===== config.mk =====
export PLATFORM = sky130hd
export DESIGN_NAME = five_tuple_packet_filter_top
export DESIGN_NICKNAME = d
export VERILOG_FILES = /design/src/sv/ftpf_pkg.sv /design/src/sv/ftpf_port_list.sv /design/src/sv/five_tuple_packet_filter_top.sv
export SDC_FILE = /design/constraint.sdc
export NUM_CORES = 1
export LEC_CHECK = 0
export BUFFER_PORTS_ARGS = -buffer_cell sky130_fd_sc_hd__buf_2
export CELL_PAD_IN_SITES_DETAIL_PLACEMENT = 0
export CELL_PAD_IN_SITES_GLOBAL_PLACEMENT = 2
export CORE_UTILIZATION = 40
export CTS_CLUSTER_DIAMETER = 200
export CTS_CLUSTER_SIZE = 8
export DETAILED_ROUTE_END_ITERATION = 7
export PLACE_DENSITY = 0.78
export SLEW_MARGIN = 20
export SYNTH_ARGS = -nofsm -noshare
export SYNTH_HDL_FRONTEND = slang
export SYNTH_SLANG_ARGS = --single-unit

===== constraint.sdc =====
create_clock -name clk -period 16.8 [get_ports clk]
set_input_delay 2.52 -clock clk [delete_from_list [all_inputs] [get_ports clk]]
set_output_delay 2.52 -clock clk [all_outputs]
set_load 0.005 [all_outputs]

===== src/sv/ftpf_pkg.sv =====
// ---------------------------------------------------------------------------
// Five-tuple packet filter package
// Shared constants, codes and types of the filter.
// ---------------------------------------------------------------------------
package ftpf_pkg;

	localparam int PORT_ENTRIES = 8;
	localparam logic [15:0] IPV4_ETHERTYPE = 16'd2048;

	// item operations
	localparam logic [1:0] OP_CLASSIFY  = 2'd0;
	localparam logic [1:0] OP_WRITE_SRC = 2'd1;
	localparam logic [1:0] OP_WRITE_DST = 2'd2;

	// verdict reasons
	localparam logic [2:0] REASON_PASS  = 3'd0;
	localparam logic [2:0] REASON_L3    = 3'd1;
	localparam logic [2:0] REASON_SRC   = 3'd2;
	localparam logic [2:0] REASON_DST   = 3'd3;
	localparam logic [2:0] REASON_L4    = 3'd4;
	localparam logic [2:0] REASON_SPORT = 3'd5;
	localparam logic [2:0] REASON_DPORT = 3'd6;
	localparam logic [2:0] REASON_TABLE = 3'd7;

	// condition numbers; mode bit 2k enables, 2k+1 negates
	localparam int COND_L3    = 0;
	localparam int COND_SRC   = 1;
	localparam int COND_DST   = 2;
	localparam int COND_L4    = 3;
	localparam int COND_SPORT = 4;
	localparam int COND_DPORT = 5;
	localparam int NUM_CONDS  = 6;

	localparam int CFG_IDX_W = 4;

	typedef enum logic [CFG_IDX_W-1:0] {
		REG_ETHERTYPE   = 4'd0,
		REG_L4_PROTOCOL = 4'd1,
		REG_SRC_VALUE   = 4'd2,
		REG_SRC_MASK    = 4'd3,
		REG_DST_VALUE   = 4'd4,
		REG_DST_MASK    = 4'd5,
		REG_MODES       = 4'd6,
		REG_COUNTS      = 4'd7
	} cfg_reg_t;

	// one port table write
	typedef struct packed {
		logic        en;
		logic [2:0]  idx;
		logic [15:0] port;
	} port_wr_t;

	// saturate a raw 4-bit entry count at the table depth
	function automatic logic [3:0] sat_count(input logic [3:0] raw);
		logic [3:0] res;
		if (32'(raw) > PORT_ENTRIES) begin
			res = 4'(PORT_ENTRIES);
		end else begin
			res = raw;
		end
		return res;
	endfunction

endpackage


===== src/sv/ftpf_port_list.sv =====
// ---------------------------------------------------------------------------
// Port list
// One port table with its write port and a registered list-membership match.
// ---------------------------------------------------------------------------
module ftpf_port_list (
	input  logic              clk,
	input  ftpf_pkg::port_wr_t wr,
	input  logic              advance,
	input  logic [15:0]       port,
	input  logic [3:0]        count,
	output logic              match_s2
);
	import ftpf_pkg::*;

	logic [15:0] table_q [PORT_ENTRIES];
	logic [PORT_ENTRIES-1:0] hit;

	// entries carry no reset: the user must write an entry before it is read; not enforced here
	always_ff @(posedge clk) begin
		for (int e = 0; e < PORT_ENTRIES; e++) begin
			if (wr.en && 32'(wr.idx) == e) begin
				table_q[e] <= wr.port;
			end
		end
	end

	always_comb begin
		for (int e = 0; e < PORT_ENTRIES; e++) begin
			hit[e] = (32'(count) > e) && (table_q[e] == port);
		end
	end

	always_ff @(posedge clk) begin
		if (advance) begin
			match_s2 <= |hit;
		end
	end

endmodule


===== src/sv/five_tuple_packet_filter_top.sv =====
// ---------------------------------------------------------------------------
// Five-tuple packet filter
// Checks ethertype, masked addresses, L4 protocol and port lists of each
// packet and gives a pass verdict with the first failing condition.
// ---------------------------------------------------------------------------
//  channel  handshake            payload
//  in       in_valid / in_stall  operation .. entry_port
//  out      out_valid/ out_stall pass, verdict_reason
//  cfg      cfg_valid/ cfg_ready cfg_index, cfg_data
//
// Three register stages: input capture, compares and list match, verdict.
// One item per cycle while no stalled output holds the pipeline.
// Port table writes take effect at the accept edge, in item order.
// A stalled output holds the whole pipeline and raises in_stall.
// Reset clears config registers and valid bits; no clearing pass.
// ---------------------------------------------------------------------------
module five_tuple_packet_filter_top (
	input  logic        clk,
	input  logic        arst_n,
	input  logic        in_valid,
	output logic        in_stall,
	input  logic [1:0]  operation,
	input  logic [15:0] ethertype,
	input  logic [31:0] source_ip,
	input  logic [31:0] dest_ip,
	input  logic [7:0]  ip_protocol,
	input  logic        is_tcp_or_udp,
	input  logic [15:0] source_port,
	input  logic [15:0] dest_port,
	input  logic [2:0]  entry_index,
	input  logic [15:0] entry_port,
	output logic        out_valid,
	input  logic        out_stall,
	output logic        pass,
	output logic [2:0]  verdict_reason,
	input  logic        cfg_valid,
	output logic        cfg_ready,
	input  logic [ftpf_pkg::CFG_IDX_W-1:0] cfg_index,
	input  logic [31:0] cfg_data
);
	import ftpf_pkg::*;

	logic [15:0] ethertype_value_q;
	logic [7:0]  l4_protocol_value_q;
	logic [31:0] src_value_q, src_mask_q, dst_value_q, dst_mask_q;
	logic [11:0] modes_q;
	logic [7:0]  counts_q;

	logic        advance, in_accept;
	port_wr_t    src_wr, dst_wr;

	logic        valid_s1, valid_s2, valid_s3;
	logic [1:0]  op_s1, op_s2;
	logic [15:0] etype_s1;
	logic [31:0] sip_s1, dip_s1;
	logic [7:0]  proto_s1;
	logic        tcp_udp_s1, tcp_udp_s2;
	logic [15:0] sport_s1, dport_s1;
	logic        ipv4_s2;
	logic        l3_match_s2, src_match_s2, dst_match_s2, l4_match_s2;
	logic        sport_match_s2, dport_match_s2;
	logic [NUM_CONDS-1:0] match_s2, en, neg, fail;
	logic [2:0]  reason;
	logic        pass_s3;
	logic [2:0]  reason_s3;

	assign cfg_ready = 1'b1;

	always_ff @(posedge clk or negedge arst_n) begin
		if (!arst_n) begin
			ethertype_value_q   <= '0;
			l4_protocol_value_q <= '0;
			src_value_q         <= '0;
			src_mask_q          <= '0;
			dst_value_q         <= '0;
			dst_mask_q          <= '0;
			modes_q             <= '0;
			counts_q            <= '0;
		end else if (cfg_valid && cfg_ready) begin
			unique case (cfg_index)
				REG_ETHERTYPE:   ethertype_value_q   <= cfg_data[15:0];
				REG_L4_PROTOCOL: l4_protocol_value_q <= cfg_data[7:0];
				REG_SRC_VALUE:   src_value_q         <= cfg_data;
				REG_SRC_MASK:    src_mask_q          <= cfg_data;
				REG_DST_VALUE:   dst_value_q         <= cfg_data;
				REG_DST_MASK:    dst_mask_q          <= cfg_data;
				REG_MODES:       modes_q             <= cfg_data[11:0];
				REG_COUNTS:      counts_q            <= cfg_data[7:0];
				default: ;
			endcase
		end
	end

	// the pipeline moves as one; hold everything while the result waits
	assign advance   = !(valid_s3 && out_stall);
	assign in_stall  = !advance;
	assign in_accept = in_valid && advance;

	assign src_wr.en   = in_accept && operation == OP_WRITE_SRC
		&& 32'(entry_index) < PORT_ENTRIES;
	assign src_wr.idx  = entry_index;
	assign src_wr.port = entry_port;
	assign dst_wr.en   = in_accept && operation == OP_WRITE_DST
		&& 32'(entry_index) < PORT_ENTRIES;
	assign dst_wr.idx  = entry_index;
	assign dst_wr.port = entry_port;

	always_ff @(posedge clk or negedge arst_n) begin
		if (!arst_n) begin
			valid_s1 <= 1'b0;
			valid_s2 <= 1'b0;
			valid_s3 <= 1'b0;
		end else if (advance) begin
			valid_s1 <= in_valid;
			valid_s2 <= valid_s1;
			valid_s3 <= valid_s2;
		end
	end

	// stage 1: capture
	always_ff @(posedge clk) begin
		if (advance) begin
			op_s1      <= operation;
			etype_s1   <= ethertype;
			sip_s1     <= source_ip;
			dip_s1     <= dest_ip;
			proto_s1   <= ip_protocol;
			tcp_udp_s1 <= is_tcp_or_udp;
			sport_s1   <= source_port;
			dport_s1   <= dest_port;
		end
	end

	// stage 2: raw matches
	always_ff @(posedge clk) begin
		if (advance) begin
			op_s2        <= op_s1;
			tcp_udp_s2   <= tcp_udp_s1;
			ipv4_s2      <= etype_s1 == IPV4_ETHERTYPE;
			l3_match_s2  <= etype_s1 == ethertype_value_q;
			src_match_s2 <= (sip_s1 & src_mask_q) == (src_value_q & src_mask_q);
			dst_match_s2 <= (dip_s1 & dst_mask_q) == (dst_value_q & dst_mask_q);
			l4_match_s2  <= proto_s1 == l4_protocol_value_q;
		end
	end

	ftpf_port_list u_sport_list (
		.clk      (clk),
		.wr       (src_wr),
		.advance  (advance),
		.port     (sport_s1),
		.count    (sat_count(counts_q[3:0])),
		.match_s2 (sport_match_s2)
	);

	ftpf_port_list u_dport_list (
		.clk      (clk),
		.wr       (dst_wr),
		.advance  (advance),
		.port     (dport_s1),
		.count    (sat_count(counts_q[7:4])),
		.match_s2 (dport_match_s2)
	);

	// stage 3: enable, negate and pick the first failure
	always_comb begin
		match_s2[COND_L3]    = l3_match_s2;
		match_s2[COND_SRC]   = src_match_s2;
		match_s2[COND_DST]   = dst_match_s2;
		match_s2[COND_L4]    = l4_match_s2;
		match_s2[COND_SPORT] = sport_match_s2;
		match_s2[COND_DPORT] = dport_match_s2;
		for (int k = 0; k < NUM_CONDS; k++) begin
			en[k]   = modes_q[2*k];
			neg[k]  = modes_q[2*k+1];
			fail[k] = en[k] && (match_s2[k] == neg[k]);
		end
	end

	always_comb begin
		priority if (op_s2 != OP_CLASSIFY) begin
			reason = REASON_TABLE;
		end else if (fail[COND_L3]) begin
			reason = REASON_L3;
		end else if (!ipv4_s2) begin
			reason = REASON_PASS;
		end else if (fail[COND_SRC]) begin
			reason = REASON_SRC;
		end else if (fail[COND_DST]) begin
			reason = REASON_DST;
		end else if (fail[COND_L4]) begin
			reason = REASON_L4;
		end else if (!tcp_udp_s2) begin
			reason = REASON_PASS;
		end else if (fail[COND_SPORT]) begin
			reason = REASON_SPORT;
		end else if (fail[COND_DPORT]) begin
			reason = REASON_DPORT;
		end else begin
			reason = REASON_PASS;
		end
	end

	always_ff @(posedge clk) begin
		if (advance) begin
			pass_s3   <= reason == REASON_PASS;
			reason_s3 <= reason;
		end
	end

	assign out_valid      = valid_s3;
	assign pass           = pass_s3;
	assign verdict_reason = reason_s3;

endmodule


==> results_dict.tcl <==
set metrics [dict create \
    dieWidth_um 242 \
    initial_utilization_pct 40.6 \
    core-area_um2 56600 \
    synth_top_flop_cell "edfxtp_1" \
    ant_nets 0 \
    area_of_the_mapped_netlist_um2 23000 \
    vias_per_cell 5.13 \
    final_layout_size_suffix_gt1_share_pct 28.6 \
    whs_endpoint "op_s2[1]$_DFFE_PN_" \
    cts.clk_slew.worst_paths_ns 0.05 \
    crit_required_ns 14.28 \
    timing.hold.worst.class "reg -> reg" \
    cts-root-buf "clkbuf_16" \
    worst-r2r-cell-count 3 \
    r2r-end "dip_s1[24]$_DFFE_PN_" \
    path_class "in -> out" \
    kind_of_end_point_of_the_critical_path "output port" \
    worstPathMaxFanout 22 \
    totalPowerFinal_mw 3.74 \
    num-nets-final 1784 \
    max-clock-path-buffers 3 \
    drt_first_iter_violations 899 \
    fillers 4920 \
    clock_insertion_delay_worst_skew_ns 0.62 \
    synthCells 1373 \
    finalCritPeriodShare_pct 34.1 \
    cts_made_buffers 80 \
    design.portCount 190 \
    post_cts_resize_count 0 \
    drt-wirelength-per-cell_um 23.5 \
    ir_drop_mv 0.0888 \
    number_of_enable_flip_flop_cells_after_synthesis 393 \
    worst_slack_at_placement_ns 11.06 \
    post-synth-top-area-cell "edfxtp_1" \
    synthToLayoutAreaGrowth_pct 17.3 \
    postSynthAreaPerCell_um2 16.7 \
    grt_start_max_net_pins 97 \
    worstHoldPathCells 0 \
    synth-seq-area-share_pct 70.4 \
    rsz0062_at_grt "no" \
    cell_types_with_the_largest_area_share_after_synthesis "edfxtp_1, dfrtp_1, xor2_1" \
    power-per-cell-area_nw_per_um2 139 \
    synth_seq_cells 568 \
    n_antenna_cell 0 \
    drt_pass1_iterations 4 \
    period_minus_slack_ns 5.72 \
    grt_remaining_overflow 0 \
    worst_ep_arrival_time_ns 3.20 \
    detail_route.wirelength_um 56500 \
    portBuffers 188 \
    synth_nets 1556 \
    post-cts-setup-buffers 0 \
    total_of_warnings_raised_by_yosys 0 \
    endpoints_failing_hold 0 \
    cts.hold.buffers_added 0 \
    dr_total_vias 12337 \
    postSynth.asyncResetShare_pct 30.8 \
    setup_viol 0 \
    setup_tns_ns 0 \
    timing.slew.headroom_pct 28.7 \
    finalClockSkew_ns 0.0200 \
    worstSetupStartpointType "primary input" \
    regToRegSetupSlack_ns 13.94 \
    post-route-drc-count 0 \
    result_of_the_run "completed" \
    synth.top_cell.area_share_pct 51.4 \
    maxSlewViolCount 0 \
    power.leakage_nw 10.0 \
    fin_ws_ns 11.08 \
    tightestPinTransition_ns 1.06 \
    antenna_violations_before_repair 3 \
    cap_violations 0 \
    post-route-util_pct 47.6 \
    htreeDepth 3 \
    netlist-cell-type-count 44 \
    fp.dieH_um 242 \
    first_global_vias 12870 \
    startpoint_of_the_worst_register_to_register_path "out_valid$_DFFE_PN0N_" \
    first_pass_grt_wire_length_um 82900 \
    post-dp-hpwl_um 35100 \
    achievable-frequency_mhz 175 \
    cts_tree "built" \
    fp.dieArea_um2 58400 \
    min_from "op_s1[1]$_DFFE_PN_" \
    tritoncts_num_sinks 568 \
    grtUsageTotal_pct 19.5 \
    gp_routability_congestion 0.780 \
    rows 87 \
]
==> Yosys cell counts (3+ instances only) <==
master    number
edfxtp_1     393
xor2_1       213
dfrtp_1      175
mux2_2       165
xnor2_1      136
nor4_1        48
nand4_1       45
a22oi_1       32
buf_2         25
nand2_1       21
nor2_1        18
buf_4         13
buf_6         10
nor3_1        10
mux2_1         8
nand3_1        8
a31oi_1        5
nand2b_1       5
a21oi_1        3
clkbuf_1       3
nand3b_1       3
nor3b_2        3
o21ai_0        3
==> cell families after synthesis <==
logic type      Yosys count  synth area share [%]
flops                   568                  70.4
xor+xnor                350                  13.4
mux                     173                  8.48
simple gates            173                  4.40
compound gates           54                  1.73
buf+inv                  54                  1.56
other cells               1                0.0163
==> per-layer routing <==
metal  share of wire [%]  wire length (um)  global-route usage (%)
met5               0.019                11                       0
met2                  49             27600                    32.1
met1                  43             24600                    25.8
met3                 5.2              2960                    4.04
met4                 2.5              1390                    6.01
==> flip-flops by register name, indices dropped and copies added, names as in the netlist, 2 cells and up <==
name / cells
op_s2: 2
u_sport_list.table_q: 128
etype_s1: 16
op_s1: 2
ethertype_value_q: 16
dst_mask_q: 32
verdict_reason: 3
sport_s1: 16
l4_protocol_value_q: 8
proto_s1: 8
src_value_q: 32
dip_s1: 32
dst_value_q: 32
modes_q: 12
src_mask_q: 32
u_dport_list.table_q: 128
sip_s1: 32
counts_q: 8
dport_s1: 16
==> stage by stage <==
step                hold slack (ns)  std cells  cell area (um2)
floorplan                     0.400       1373            23000
global placement              0.403       2275            24600
detailed placement            0.406       2275            24700
CTS                           0.420       2406            26900
global route                  0.435       2406            26900
finish                        0.419       2406            26900
==> cell usage in the layout, fill, tap and decap left out, types with 10 or more instances in the layout <==
cell,n
edfxtp_1,393
xor2_1,213
buf_2,187
dfrtp_1,175
mux2_2,165
xnor2_1,136
clkbuf_16,81
nor4_1,48
nand4_1,45
clkbuf_1,44
a22oi_1,32
nand2_1,20
nor2_2,10
==> power by group <==
part           internal [mW]  total, mW  switching (mW)
sequential              1.69       1.86           0.170
combinational          0.211      0.415           0.205
clock                  0.888       1.47           0.580
==> layout make-up <==
| class | count | area [um2] | share of cell area, % |
|---|---|---|---|
| well taps | 756 | 946 | 3.51 |
| clock inverters | 6 | 82.6 | 0.306 |
| inverters | 2 | 7.51 | 0.0279 |
| multi-input cells | 751 | 6510 | 24.2 |
| flip-flops and latches | 568 | 16200 | 60.0 |
| clock buffers | 125 | 2190 | 8.13 |
| repair buffers | 198 | 1030 | 3.82 |
==> worst max path at each step <==
stage / startpoint / slack [ns] / cells after the start / to
finish: out_stall / 11.08 / 4 / in_stall
global route: out_stall / 11.04 / 4 / in_stall
detailed placement: out_stall / 11.06 / 4 / in_stall
global placement: out_stall / 11.10 / 4 / in_stall
floorplan: out_stall / 8.46 / 2 / in_stall
CTS: out_stall / 11.06 / 4 / in_stall
==> critical path, stage by stage <==
cell,delay (ns)
buf_2,0.11
nand2_4,0.26
inv_1,0.13
buf_2,0.15
Power figures use the tool's default switching activity.
